File: src/rtl/bmpc_pkg.sv
// ----------------------------------------------------------------------------
// bmpc_pkg
// Types, constants and arithmetic helpers shared by the barometer
// compensation core.
// ----------------------------------------------------------------------------
package bmpc_pkg;

    localparam int FRONT_STAGES = 4;
    localparam int PRE_STAGES   = 10;
    localparam int DIV_STAGES   = 64;
    localparam int POST_STAGES  = 7;
    localparam int QDEPTH       = 8;

    localparam logic [63:0] C_FINE_OFFSET = 64'd128000;
    localparam logic [63:0] C_PRESS_BASE  = 64'd1048576;
    localparam logic [63:0] C_PRESS_SCALE = 64'd3125;
    localparam logic [63:0] C_ONE_Q47     = 64'd1 << 47;

    typedef enum logic [7:0] {
        CFG_CAL_TEMPERATURE   = 8'd0,
        CFG_CAL_PRESSURE_LOW  = 8'd1,
        CFG_CAL_PRESSURE_MID  = 8'd2,
        CFG_CAL_PRESSURE_HIGH = 8'd3
    } cfg_index_t;

    typedef struct packed {
        logic [47:0] temp;
        logic [63:0] press_low;
        logic [63:0] press_mid;
        logic [15:0] press_high;
    } cal_t;

    typedef struct packed {
        logic [31:0] fine;
        logic [19:0] adc_press;
    } item_t;

    typedef struct packed {
        logic [63:0] ll;
        logic [31:0] lh;
        logic [31:0] hl;
    } part_t;

    function automatic logic [63:0] sx16(input logic [15:0] v);
        return {{48{v[15]}}, v};
    endfunction

    function automatic logic [63:0] zx16(input logic [15:0] v);
        return {48'd0, v};
    endfunction

    function automatic logic [63:0] asr64(input logic [63:0] v, input int n);
        return $signed(v) >>> n;
    endfunction

    function automatic part_t mul_part(input logic [63:0] a, input logic [63:0] b);
        part_t r;
        r.ll = a[31:0] * b[31:0];
        r.lh = 32'(a[31:0] * b[63:32]);
        r.hl = 32'(a[63:32] * b[31:0]);
        return r;
    endfunction

    function automatic logic [63:0] mul_join(input part_t p);
        logic [31:0] mid;
        mid = p.lh + p.hl;
        return p.ll + {mid, 32'd0};
    endfunction

endpackage

File: src/rtl/bmpc_front.sv
// ----------------------------------------------------------------------------
// bmpc_front
// Accepts reading pairs and computes the fine temperature in a short
// pipeline.
// ----------------------------------------------------------------------------
module bmpc_front
(
    input  logic                clk,
    input  logic                rst_n,
    input  logic                in_valid,
    input  logic [19:0]         adc_temp,
    input  logic [19:0]         adc_press,
    input  bmpc_pkg::cal_t      cal,
    output logic                out_valid,
    output bmpc_pkg::item_t     out_item,
    output logic [$clog2(bmpc_pkg::FRONT_STAGES+1)-1:0] inflight
);
    import bmpc_pkg::*;

    logic [FRONT_STAGES-1:0] vld_reg;

    logic signed [17:0] x1_reg, x1_next;
    logic signed [16:0] d_reg, d_next;
    logic signed [33:0] m1_reg, m1_next;
    logic signed [33:0] dd_reg, dd_next;
    logic signed [22:0] ta_reg, ta_next;
    logic signed [37:0] m2_reg, m2_next;
    logic        [31:0] fine_reg, fine_next;
    logic [19:0] ap1_reg, ap2_reg, ap3_reg, ap4_reg;

    logic        [15:0] t1;
    logic signed [15:0] t2, t3;

    assign t1 = cal.temp[15:0];
    assign t2 = $signed(cal.temp[31:16]);
    assign t3 = $signed(cal.temp[47:32]);

    always_comb
    begin
        x1_next   = $signed({1'b0, adc_temp[19:3]}) - $signed({1'b0, t1, 1'b0});
        d_next    = $signed({1'b0, adc_temp[19:4]}) - $signed({1'b0, t1});
        m1_next   = x1_reg * t2;
        dd_next   = d_reg * d_reg;
        ta_next   = m1_reg[33:11];
        m2_next   = $signed(dd_reg[33:12]) * t3;
        fine_next = {{9{ta_reg[22]}}, ta_reg} + {{8{m2_reg[37]}}, m2_reg[37:14]};
    end

    always_ff @(posedge clk or negedge rst_n)
    begin
        if (!rst_n)
        begin
            vld_reg <= '0;
        end
        else
        begin
            vld_reg <= {vld_reg[FRONT_STAGES-2:0], in_valid};
        end
    end

    always_ff @(posedge clk)
    begin
        x1_reg   <= x1_next;
        d_reg    <= d_next;
        ap1_reg  <= adc_press;
        m1_reg   <= m1_next;
        dd_reg   <= dd_next;
        ap2_reg  <= ap1_reg;
        ta_reg   <= ta_next;
        m2_reg   <= m2_next;
        ap3_reg  <= ap2_reg;
        fine_reg <= fine_next;
        ap4_reg  <= ap3_reg;
    end

    assign out_valid          = vld_reg[FRONT_STAGES-1];
    assign out_item.fine      = fine_reg;
    assign out_item.adc_press = ap4_reg;
    assign inflight = ($clog2(FRONT_STAGES+1))'($countones(vld_reg));

endmodule

File: config.mk
export PLATFORM = sky130hd
export DESIGN_NAME = bmpc_front
export DESIGN_NICKNAME = d
export VERILOG_FILES = /design/src/rtl/bmpc_pkg.sv /design/src/rtl/bmpc_front.sv
export SDC_FILE = /design/constraint.sdc
export NUM_CORES = 2
export LEC_CHECK = 0
export ABC_AREA = 1
export BUFFER_PORTS_ARGS = -buffer_cell sky130_fd_sc_hd__buf_2
export CAP_MARGIN = 20
export CORE_AREA = 2 2 349 351
export DETAILED_ROUTE_END_ITERATION = 10
export DIE_AREA = 0 0 351 353
export SYNTH_ARGS = -nofsm -noshare
export SYNTH_HDL_FRONTEND = slang
export SYNTH_SLANG_ARGS = --single-unit
export TNS_END_PERCENT = 10
File: constraint.sdc
create_clock -name clk -period 12.2 [get_ports clk]
set_input_delay 1.83 -clock clk [delete_from_list [all_inputs] [get_ports clk]]
set_output_delay 1.83 -clock clk [all_outputs]
set_load 0.05 [all_outputs]
# [After elaboration in Yosys (flattened, before gate mapping)]
# Index checks and enable logic that the tools add are counted.
[totals] ff_bits=273 output_inout_bits=56
[op_classes] n_addsub=6 multipliers=3
[op_table] op="22-bit by 16-bit multiplier with 38-bit output" n=1
[op_table] op="17-bit by 17-bit multiplier with 34-bit output" n=1
[op_table] op="18-bit by 16-bit multiplier with 34-bit output" n=1
[op_table] op="23-bit by 24-bit adder with 25-bit output" n=1
[op_table] op="17-bit by 17-bit subtractor with 18-bit output" n=1
[op_table] op="16-bit by 16-bit subtractor with 17-bit output" n=1
[op_table] op="1-bit by 1-bit adder with 2-bit output" n=2
[op_table] op="3-bit adder" n=1

# [Longest topological paths before layout]
[depth] ltp_word=2 ltp_mapped=29 mapped_depth_nobuf=27

# [Worst setup path after synthesis]
# No wires, ideal clock.
[synth_path] path_kind="in2reg" from="in cal[162] in the netlist's numbering" to="reg m1_reg[30]" t_arrival_ps=6769 required_ps=12088 slack_ps=5319 cell_stages=23 path_cell_list="clkbuf_1 > clkbuf_1 > nand2_1 > fa_1 > inv_1 > fa_1 > inv_1 > fa_1 > inv_1 > fa_1 > fa_1 > inv_1 > fa_1 > inv_1 > ha_1 > a21o_1 > a21oi_1 > o21a_1 > nor2_1 > nor2_1 > nand2_1 > nand2_1 > nand2_1"
[synth_between] elab_chain_cells=1
[synth_lines] element="start: declaration" line_no="bmpc_front.sv:13" text="input bmpc_pkg::cal_t cal,"
[synth_lines] element="18-bit by 16-bit multiplier with 34-bit output" line_no="bmpc_front.sv:42" text="m1_next = x1_reg * t2;"
[synth_lines] element="named net m1_next[30]" line_no="bmpc_front.sv:24" text="logic signed [33:0] m1_reg, m1_next;"
[synth_lines] element="end signal: assignment" line_no="bmpc_front.sv:66" text="m1_reg <= m1_next;"
[synth_lines] element="end: declaration" line_no="bmpc_front.sv:24"
# The timed path passes the listed nets, and every way through them passes these cells.

# [Worst setup path in the final report]
[layout_path] from="in cal[180] in the netlist's numbering" to="reg m2_reg[37]"
[layout_between] elab_chain_cells=1
[layout_lines] element="22-bit by 16-bit multiplier with 38-bit output" line_no="bmpc_front.sv:45" text="m2_next = $signed(dd_reg[33:12]) * t3;"
[layout_lines] element="named net m2_next[37]" line_no="bmpc_front.sv:27" text="logic signed [37:0] m2_reg, m2_next;"
[layout_lines] element="end signal: assignment" line_no="bmpc_front.sv:70" text="m2_reg <= m2_next;"
[layout_lines] element="end: declaration" line_no="bmpc_front.sv:27"
# The timed path passes the listed nets, and every way through them passes these cells.

==> flow_summary.json <==
{
  "synth_area_per_cell_um2": 8.10,
  "synth_top_area_frac": 0.435,
  "cts_root_buffer": "clkbuf_16",
  "rows": 128,
  "antenna_found_initial": 6,
  "grt_use_met1": 0.232,
  "synth_compound_area_frac": 0.0414,
  "avgViaCountPerCell": 4.52,
  "grt_pass1_vias": 33723,
  "fmax_mhz": 139,
  "clock_latency_ns": 0.58,
  "yosysSeqAreaShare": 0.105,
  "yosys.area_share.xor_xnor": 0.0220,
  "syn2layout_area_growth_pct": 7.33,
  "largest_register_ffs": 25,
  "ys_ff_latch": 219,
  "ioPinCount": 291,
  "syn_area_um2": 41900,
  "synthMuxAreaShare": 0,
  "criticalPathCategory": "input pin to register",
  "crit_top_cell": "fa_1",
  "drv_slew": 0,
  "synth_top_family_by_area": "adder cells",
  "synth.most_common_cell": "inv_1",
  "grt_busiest_layer": "met2",
  "place.gp.congestion": 0.908,
  "yosysTopAreaCell": "fa_1",
  "drt_first_pass_iters": 7,
  "max_stage_delay_ns": 0.78,
  "cp_data_arrival_time_ns": 7.68,
  "coreArea_um2": 121000,
  "route.vias.total": 30894,
  "ctsResizeCount": 0,
  "grt_setup_unrepaired": "no",
  "status": "completed",
  "overflow": 0,
  "die-area_um2": 124000,
  "port_buffers": 143,
  "worstPathCellList": "buf_2 -> nand2_1 -> fa_1 -> inv_1 -> fa_1 -> fa_1 -> fa_1 -> inv_1 -> fa_1 -> fa_1 -> inv_1 -> ha_1 -> inv_1 -> nor3_1 -> nand2_1 -> nor2_1 -> nand3_1 -> nand3_1 -> nand2_1 -> inv_1 -> nor2_1",
  "critPathLaunchType": "input pin",
  "crit_slowest_cell": "fa_1",
  "postRouteWirelength_um": 104000,
  "post_cts_buffers": 0,
  "fillCellCount": 12515,
  "dp_hpwl_um": 86000,
  "layout-drive-gt1-share": 0.0436,
  "gr-usage-met2": 0.311,
  "synthAdderAreaFrac": 0.524,
  "yosys.area_share.simple": 0.151,
  "synth_edf_count": 0,
  "synth.distinct_cells": 41,
  "layout_min_cycle_time_ns": 7.21,
  "setup_viol": 0,
  "cts_sinks": 219,
  "ys_top_cells_by_area": "fa_1, inv_1, nand2_1",
  "ys_top_cells_by_count": "inv_1, nand2_1, fa_1",
  "numCtsBuffers": 25,
  "nNetsFinal": 6627,
  "cts_tree": "done",
  "worst_slew_pin_slew_ns": 0.968,
  "syn_nets": 6610,
  "finClkSkew_ns": 0.0218,
  "drc": 0,
  "cp-end-kind": "register",
  "synth_ff_type": "dfxtp_1",
  "grt_max_degree": 36,
  "hold_class": "register to register",
  "die_h_um": 353,
  "ctsHoldBuffers": 0,
  "fin_tns_setup_ns": 0,
  "grt.total_usage": 0.176,
  "syn_inst": 5166,
  "ant_nets": 0,
  "grt_pass1_wl_um": 174000,
  "cts_htree_levels": 1,
  "drtIter0Drc": 1592,
  "hold_viol": 0,
  "cp_max_fo": 22,
  "clk_pin_slew_ns": 0.06,
  "grtUsageMet3": 0.0206,
  "slew_headroom": 0.354,
  "cts_buffer_depth": 3,
  "yosysWarnings": 0,
  "finalCritPeriodShare": 0.591,
  "die_w_um": 351,
  "cp.required_ns": 12.67,
  "drv_cap": 0,
  "start_util": 0.347,
  "async_flop_share": 0.0183,
  "wl_per_cell_um": 15.2
}
[worst paths after layout]
path	slack, ns	endpoint	cells after the start	startpoint
min reg2reg	0.32	ap3_reg[8]	0	ap2_reg[8]
min	0.32	ap3_reg[8]	0	ap2_reg[8]
max	4.99	m2_reg[37]	21	cal[180]
max in group asynchronous	11.03	vld_reg[0]	1	rst_n
max reg2reg	5.58	dd_reg[33]	20	d_reg[16]
min in group asynchronous	1.06	vld_reg[3]	1	rst_n
[cells in the final DEF, fill, tap and decap left out, types with 74 or more instances in the layout]
cell / n
a21oi_1: 144
ha_1: 300
xor2_1: 74
inv_1: 1561
buf_2: 143
nand2_1: 1190
dfxtp_1: 215
fa_1: 909
nand3_1: 97
nor2_1: 222
[worst max-delay path, delay by kind of cell]
family / cells / cell delay, ns
adders and majority gates: 7 / 3.85
buffers and inverters: 6 / 0.74
and+or+nand+nor: 8 / 1.24
[cells by family after synthesis]
family / after synthesis
AO/OA/AOI/OAI: 303
XOR/XNOR: 105
adder cells (fa/ha/maj): 1209
buffers and inverters: 1734
flip-flops: 219
AND/OR/NAND/NOR: 1596
[layout make-up]
type                            instances  area [µm²]  area share
Tap cell                             1625        2030      0.0453
Timing Repair Buffer                  162         858      0.0191
Clock inverter                         16         199     0.00443
Antenna cell                            1        2.50   0.0000557
Multi-Input combinational cell       3213       30900       0.688
Sequential cell                       219        4400      0.0980
Inverter                             1562        5860       0.131
Clock buffer                           30         654      0.0146
[per-stage QoR]
stage,instance area [µm²],instances,hold slack (ns),util,setup WS (ns)
3_5_place_dp,44100,6781,0.312,0.365,4.41
5_1_grt,44900,6827,0.331,0.372,4.57
6_report,44900,6828,0.323,0.372,4.99
3_3_place_gp,44100,6781,0.310,0.365,4.44
4_1_cts,44900,6827,0.321,0.372,4.98
2_1_floorplan,41900,5166,0.310,-,5.32
[layer usage]
metal,vias up,share of wire
met5,-,0.00028
met4,4,0.018
met3,128,0.047
met2,619,0.50
met1,15441,0.44
li1,14702,-
Power is not shown: default switching activity piles up to over one toggle a cycle in this logic, so the estimate is an artifact.
