==> src/rtl/bmpc_pkg.sv <==
// ----------------------------------------------------------------------------
// bmpc_pkg
// Types, constants and arithmetic helpers shared by the barometer
// compensation core.
// ----------------------------------------------------------------------------
package bmpc_pkg;

    localparam int FRONT_STAGES = 4;
    localparam int PRE_STAGES   = 10;
    localparam int DIV_STAGES   = 64;
    localparam int POST_STAGES  = 7;
    localparam int QDEPTH       = 8;

    localparam logic [63:0] C_FINE_OFFSET = 64'd128000;
    localparam logic [63:0] C_PRESS_BASE  = 64'd1048576;
    localparam logic [63:0] C_PRESS_SCALE = 64'd3125;
    localparam logic [63:0] C_ONE_Q47     = 64'd1 << 47;

    typedef enum logic [7:0] {
        CFG_CAL_TEMPERATURE   = 8'd0,
        CFG_CAL_PRESSURE_LOW  = 8'd1,
        CFG_CAL_PRESSURE_MID  = 8'd2,
        CFG_CAL_PRESSURE_HIGH = 8'd3
    } cfg_index_t;

    typedef struct packed {
        logic [47:0] temp;
        logic [63:0] press_low;
        logic [63:0] press_mid;
        logic [15:0] press_high;
    } cal_t;

    typedef struct packed {
        logic [31:0] fine;
        logic [19:0] adc_press;
    } item_t;

    typedef struct packed {
        logic [63:0] ll;
        logic [31:0] lh;
        logic [31:0] hl;
    } part_t;

    function automatic logic [63:0] sx16(input logic [15:0] v);
        return {{48{v[15]}}, v};
    endfunction

    function automatic logic [63:0] zx16(input logic [15:0] v);
        return {48'd0, v};
    endfunction

    function automatic logic [63:0] asr64(input logic [63:0] v, input int n);
        return $signed(v) >>> n;
    endfunction

    function automatic part_t mul_part(input logic [63:0] a, input logic [63:0] b);
        part_t r;
        r.ll = a[31:0] * b[31:0];
        r.lh = 32'(a[31:0] * b[63:32]);
        r.hl = 32'(a[63:32] * b[31:0]);
        return r;
    endfunction

    function automatic logic [63:0] mul_join(input part_t p);
        logic [31:0] mid;
        mid = p.lh + p.hl;
        return p.ll + {mid, 32'd0};
    endfunction

endpackage

==> src/rtl/bmpc_queue.sv <==
// ----------------------------------------------------------------------------
// bmpc_queue
// Short request queue between the front and the back pipeline.
// ----------------------------------------------------------------------------
module bmpc_queue
#(
    parameter int DEPTH = bmpc_pkg::QDEPTH
)
(
    input  logic                      clk,
    input  logic                      rst_n,
    input  logic                      push,
    input  bmpc_pkg::item_t           push_item,
    output logic                      pop,
    output bmpc_pkg::item_t           pop_item,
    output logic [$clog2(DEPTH+1)-1:0] fill
);
    import bmpc_pkg::*;

    localparam int PW = $clog2(DEPTH);
    localparam int CW = $clog2(DEPTH+1);

    item_t             entry_reg [DEPTH];
    logic [PW-1:0]     wr_reg, wr_next;
    logic [PW-1:0]     rd_reg, rd_next;
    logic [CW-1:0]     fill_reg, fill_next;

    assign pop      = (fill_reg != '0);
    assign pop_item = entry_reg[rd_reg];
    assign fill     = fill_reg;

    always_comb
    begin
        wr_next   = wr_reg;
        rd_next   = rd_reg;
        fill_next = fill_reg;
        if (push)
        begin
            wr_next = (wr_reg == PW'(DEPTH-1)) ? '0 : wr_reg + PW'(1);
        end
        if (pop)
        begin
            rd_next = (rd_reg == PW'(DEPTH-1)) ? '0 : rd_reg + PW'(1);
        end
        if (push && !pop)
        begin
            fill_next = fill_reg + CW'(1);
        end
        else if (!push && pop)
        begin
            fill_next = fill_reg - CW'(1);
        end
    end

    always_ff @(posedge clk or negedge rst_n)
    begin
        if (!rst_n)
        begin
            wr_reg   <= '0;
            rd_reg   <= '0;
            fill_reg <= '0;
        end
        else
        begin
            wr_reg   <= wr_next;
            rd_reg   <= rd_next;
            fill_reg <= fill_next;
        end
    end

    always_ff @(posedge clk)
    begin
        if (push)
        begin
            entry_reg[wr_reg] <= push_item;
        end
    end

    a_no_overflow: assert property (@(posedge clk) disable iff (!rst_n)
        push |-> (fill_reg != CW'(DEPTH)))
        else $error("queue push while full");

    a_fill_up: assert property (@(posedge clk) disable iff (!rst_n)
        (push && !pop) |=> (fill_reg == $past(fill_reg) + CW'(1)))
        else $error("queue fill did not advance");

    a_ptr_gap: assert property (@(posedge clk) disable iff (!rst_n)
        (fill_reg == '0) |-> (wr_reg == rd_reg))
        else $error("queue pointers differ while empty");

endmodule

==> config.mk <==
export PLATFORM = sky130hd
export DESIGN_NAME = bmpc_queue
export DESIGN_NICKNAME = d
export VERILOG_FILES = /design/src/rtl/bmpc_pkg.sv /design/src/rtl/bmpc_queue.sv
export SDC_FILE = /design/constraint.sdc
export NUM_CORES = 1
export LEC_CHECK = 0
export ABC_CLOCK_PERIOD_IN_PS = 5900
export BUFFER_PORTS_ARGS = -buffer_cell sky130_fd_sc_hd__buf_2
export CAP_MARGIN = 10
export CORE_MARGIN = 5
export CORE_UTILIZATION = 43
export CTS_CLUSTER_SIZE = 40
export DETAILED_ROUTE_END_ITERATION = 8
export GPL_ROUTABILITY_DRIVEN = 0
export GPL_TIMING_DRIVEN = 0
export PLACE_DENSITY = 0.58
export SYNTH_ARGS = -nofsm -noshare
export SYNTH_HDL_FRONTEND = slang
export SYNTH_SLANG_ARGS = --single-unit
==> constraint.sdc <==
create_clock -name clk -period 5.9 [get_ports clk]
set_input_delay 0.295 -clock clk [delete_from_list [all_inputs] [get_ports clk]]
set_output_delay 0.295 -clock clk [all_outputs]
set_load 0.02 [all_outputs]
======== After elaboration in Yosys (flattened, before gate mapping) ========
Memories as Yosys holds them, arrays and structs flattened.
Index checks and enable logic that the tools add are counted.
storage, ports and cells
  register bits ........................... 10
  memory bits (writable) .................. 416
  input bits .............................. 55
  output and inout bits ................... 57
  logic and storage cells ................. 22
  memories ................................ 1
memories
  name       words  bits a word  rd ports  clocked after Yosys merged registers in  wr ports  line              source
  entry_reg  8      52           1         0                                        1         bmpc_queue.sv:23  item_t entry_reg [DEPTH];
cells by class
  $add $sub $neg .......................... 4
  equality and inequality tests ........... 2
  mux-type cells .......................... 6
  reductions and logical operators ........ 6
operators by type and width
  kind                   number
  $mux W4                2
  $add A3 B1 Y3 const B  2
  $eq A3 B3 Y1 const B   2
  $mux W3                2
  $add A4 B1 Y4 const B  1
  $reduce_bool A4 Y1     1
  $sub A4 B1 Y4 const B  1
  $logic_and A1 B1 Y1    2
  $logic_not A1 Y1       2
  $mux W1                2
  $reduce_bool A2 Y1     1

======== Longest topological paths before layout ========
  word-level depth ........................ 4
  depth in mapped cells ................... 8

======== Least setup slack after synthesis ========
No wires, ideal clock.
  path type ............................... reg-to-reg
  start ................................... reg wr_reg[2]
  end ..................................... mem entry_reg[0][0] in the netlist's numbering, enable pin
  library setup time ...................... 526 ps
  arrival time ............................ 4120 ps
  path slack .............................. 1254 ps
  cell stages (with the launch flop) ...... 3
  buffers on the path ..................... 0
  clock period less this slack ............ 4646 ps
  path through ............................ dfrtp_1 -> nand2b_1 -> nor3_1
RTL lines
  element                 line              source
  from (decl)             bmpc_queue.sv:24  logic [PW-1:0] wr_reg, wr_next;
  from (signal assigned)  bmpc_queue.sv:65  wr_reg <= wr_next;
  to (decl)               bmpc_queue.sv:23
No word-level cell before the write port.

==> results.md <==
* Critical Path Max Stage Delay at 620 ps
* DP Area at 18100 µm²
* Hold slack final at between 20 and 25 ps
* Area Overhead vs Synth at 18.5%
* Number of flops mapped to enable cells by yosys at between 400 and 500
* Yosys top cell area share at about three quarters
* Syn avg cell area at roughly 25 µm²
* Syn Inst Count at 670
* Initial antenna violation count at 2
* CP Cell Sequence: buf_2 > buf_4 > clkbuf_1 > mux4_2 > mux2_4 > buf_2
* Post-synthesis async set-or-reset flop share at 2.35%
* Crit-path most repeated cell: buf_2
* Drt first pass iters at 5
* Top cells by area, synth: edfxtp_1 (76%), mux4_2 (13%), mux2_4 (3.5%)
* Cell taking the most area after synthesis: edfxtp_1
* Overflow left after global routing at 0
* Mapped Area at around 16000 µm²
* Drt drc at 0
* # IOs at about 110
* Critical Path RT at 5610 ps
* Worst Setup Start Kind: flop
* Setup Skew at just under 20 ps
* Synth warn at 0
* Status: finished, final reports clean
* Setup Crit Path Kind: reg -> out
* CP endpoint kind: output port
* Clk sinks at between 400 and 500
* Leakage at about 6.5 nW
* GRT Util Overall at approximately 17%
* Fin crit share at between 50% and 60%
* CTS Buf Count at 43
* ANT cells at 0
* Setup slack, reg-to-reg at just under 3000 ps
* Sw Pwr at 0.00309 W
* Slew HR at 29.4%
* CTS Buffer Depth at 3
* Switching share of total power at a little over 30%
* Die H at around 200 µm
* Initial Util at a little over two fifths
* Die ar. at approximately 42000 µm²
* RSZ-0062 raised after global routing: no
* Flops & latches, synth at 426
* Max Transition Viols Final at 0
* Via count at between 7k and 8k
* Int Power at around 0.0068 W
* DRT antenna net count at 0
* Root Buffer: clkbuf_16
* Max Clk Rate at 325 MHz
* Core ar. at around 38000 µm²
* VDD IR max at 0.273 mV
* Final setup viols at 0
* Largest register FFs at roughly 420
* Post-layout min period at approximately 3000 ps
* Die width at a little over 200 µm
* Pwr/cell area at ~510 nW/µm²
* Comb power frac at between 30% and 40%
* Sequential Power Share at approximately 39%
* Via/cell ratio at 5.33
* Share of cells above drive strength 1 at 40.6%
* WL per Instance at 24.5 µm
* Arrival time at the worst endpoint at between 2000 and 3000 ps
* Placement Rows at 71
* Type of the most critical hold path: in -> reg
* CP bufs+invs at 4
* Prevailing post-synth register cell: edfxtp_1
* Clock power frac at between 20% and 30%
* First-pass GRT wire length at slightly above 50000 µm
* Mapped Nets at roughly 730
* Largest net degree at the start of global routing at 24
* Synth unique cells at 32
* Sequential cell area fraction in the yosys report at 77.3%
* Cells after DPL at between 1k and 1.5k
* Final core utilization at roughly 52%
* Initial DRC count at 443
* Dpl hpwl at about 22000 µm
* Clk slew on worst S/H paths at roughly 60 ps
* Final hold violation count at 0
* Slowest CP cell: clkbuf_1
* Max cap viols at 0
* Net count reported at finish at around 900
* Routed Wire Length at between 30000 and 40000 µm
* Slew @ Worst Pin at ~1100 ps
* Fin cells at ~1.4k
* CP max FO at 10
* CTS tree: yes
* Vias in the first global route at a little over 8k
* H-tree depth at 2
* CP delay by family, top: buffers and inverters
* Port Buffer Count at between 100 and 150
* Post-Layout Inst Area at 19500 µm²
* Worst-Skew Late Latency at 540 ps
* Fillcell total at around 2.9k
synth_stat cells, types with 2 or more instances:
master,n
inv_1,3
dfrtp_1,10
o211ai_1,2
clkbuf_4,2
mux4_2,92
buf_2,9
mux4_1,12
buf_12,5
xnor2_1,2
a21oi_1,2
ha_1,7
o21ai_0,4
nand3_1,2
mux2_2,17
nor2_1,8
buf_1,2
nand2_1,7
nand2b_1,3
clkbuf_1,12
edfxtp_1,416
nor3_1,4
nand3b_1,2
mux2_4,38
worst register-to-register path, delay by kind of cell (launching register included):
kind                       cells  cell delay [ps]
buffers and inverters          2              330
adders and majority gates      2              730
and+or+nand+nor                2             1180
AOI/OAI and AO/OA              2              240
DFF                            1              390
final cells by class:
type	count	area (µm²)	area share [%]
plain buffers	32	231	1.19
clock buffers	56	1170	5.98
clock inverters	21	95.1	0.487
inverters	3	11.3	0.0577
multi-input cells	209	3550	18.2
flip-flops and latches	426	12700	65.2
well taps	511	639	3.27
repair buffers	150	1100	5.62
layout by cell type (no fill, tap or decap), types with 2 or more instances in the layout:
| cell type | n |
|---|---|
| inv_1 | 3 |
| nand2b_1 | 3 |
| o211ai_1 | 2 |
| nand3_1 | 2 |
| nand2_1 | 7 |
| mux2_2 | 17 |
| edfxtp_1 | 416 |
| clkinv_1 | 13 |
| mux4_2 | 92 |
| a21oi_1 | 2 |
| xnor2_1 | 2 |
| dlygate4sd3_1 | 13 |
| nor3_2 | 2 |
| ha_1 | 7 |
| mux4_1 | 12 |
| mux2_4 | 38 |
| clkbuf_4 | 2 |
| nor2_1 | 2 |
| clkinv_2 | 6 |
| dfrtp_1 | 10 |
| clkbuf_16 | 45 |
| buf_4 | 2 |
| nor3_1 | 2 |
| buf_16 | 2 |
| clkbuf_1 | 23 |
| buf_6 | 13 |
| buf_12 | 15 |
| buf_2 | 120 |
| buf_1 | 2 |
| nor2_4 | 6 |
| o21ai_0 | 4 |
| nand3b_1 | 2 |
through the flow:
step	total power, W	setup WS (ps)	setup TNS (ps)
global placement	0.00748	-3060	-317940
floorplan	0.00643	1250	0
global route	0.0104	2680	0
detailed placement	0.00765	2930	0
CTS	0.0101	2710	0
finish	0.00993	2820	0
worst paths after layout:
path	cells after the start	end	start
max in group asynchronous	2	rd_reg[0]$_DFFE_PN0P_	rst_n
min reg2reg	1	wr_reg[2]$_DFFE_PN0P_	wr_reg[2]$_DFFE_PN0P_
max	6	pop_item[36]	rd_reg[1]$_DFFE_PN0P_
min in group asynchronous	2	fill[2]$_DFFE_PN0P_	rst_n
min	1	entry_reg[6][45]$_DFFE_PP_	push_item[45]
max reg2reg	8	fill[3]$_DFFE_PN0P_	fill[0]$_DFFE_PN0P_
cells by family (layout without fill, tap and decap cells):
kind of cell | count (synthesis) | after routing | share of synthesized area (%)
mux | 160 | 160 | 19.2
compound gates | 10 | 10 | 0.387
simple gates | 29 | 29 | 0.942
fa+ha+maj | 7 | 7 | 0.532
flops | 426 | 426 | 77.3
buf+inv | 35 | 262 | 1.47
xor+xnor | 3 | 3 | 0.159
timing repair:
| action | in CTS | in global routing |
|---|---|---|
| hold endpoints to repair | 88 | 0 |
| gates resized for setup | 0 | 0 |
| setup buffers | 0 | 0 |
| hold buffers | 13 | 0 |
per-layer routing:
metal | up-vias | GRT usage, % | routed length, µm
met5 | - | 0 | 21
met4 | 4 | 4.31 | 723
met3 | 53 | 3.22 | 1660
met2 | 185 | 29.4 | 18300
met1 | 4015 | 21.4 | 13800
li1 | 3253 | - | -
power groups by stage:
stage               combinational (W)  sequential, W  clock (W)
floorplan                     0.00245        0.00398          0
global placement              0.00345        0.00403          0
detailed placement            0.00367        0.00397          0
CTS                           0.00369        0.00391    0.00250
global route                  0.00383        0.00394    0.00264
finish                        0.00359        0.00391    0.00243
Power figures use the tool's default switching activity.
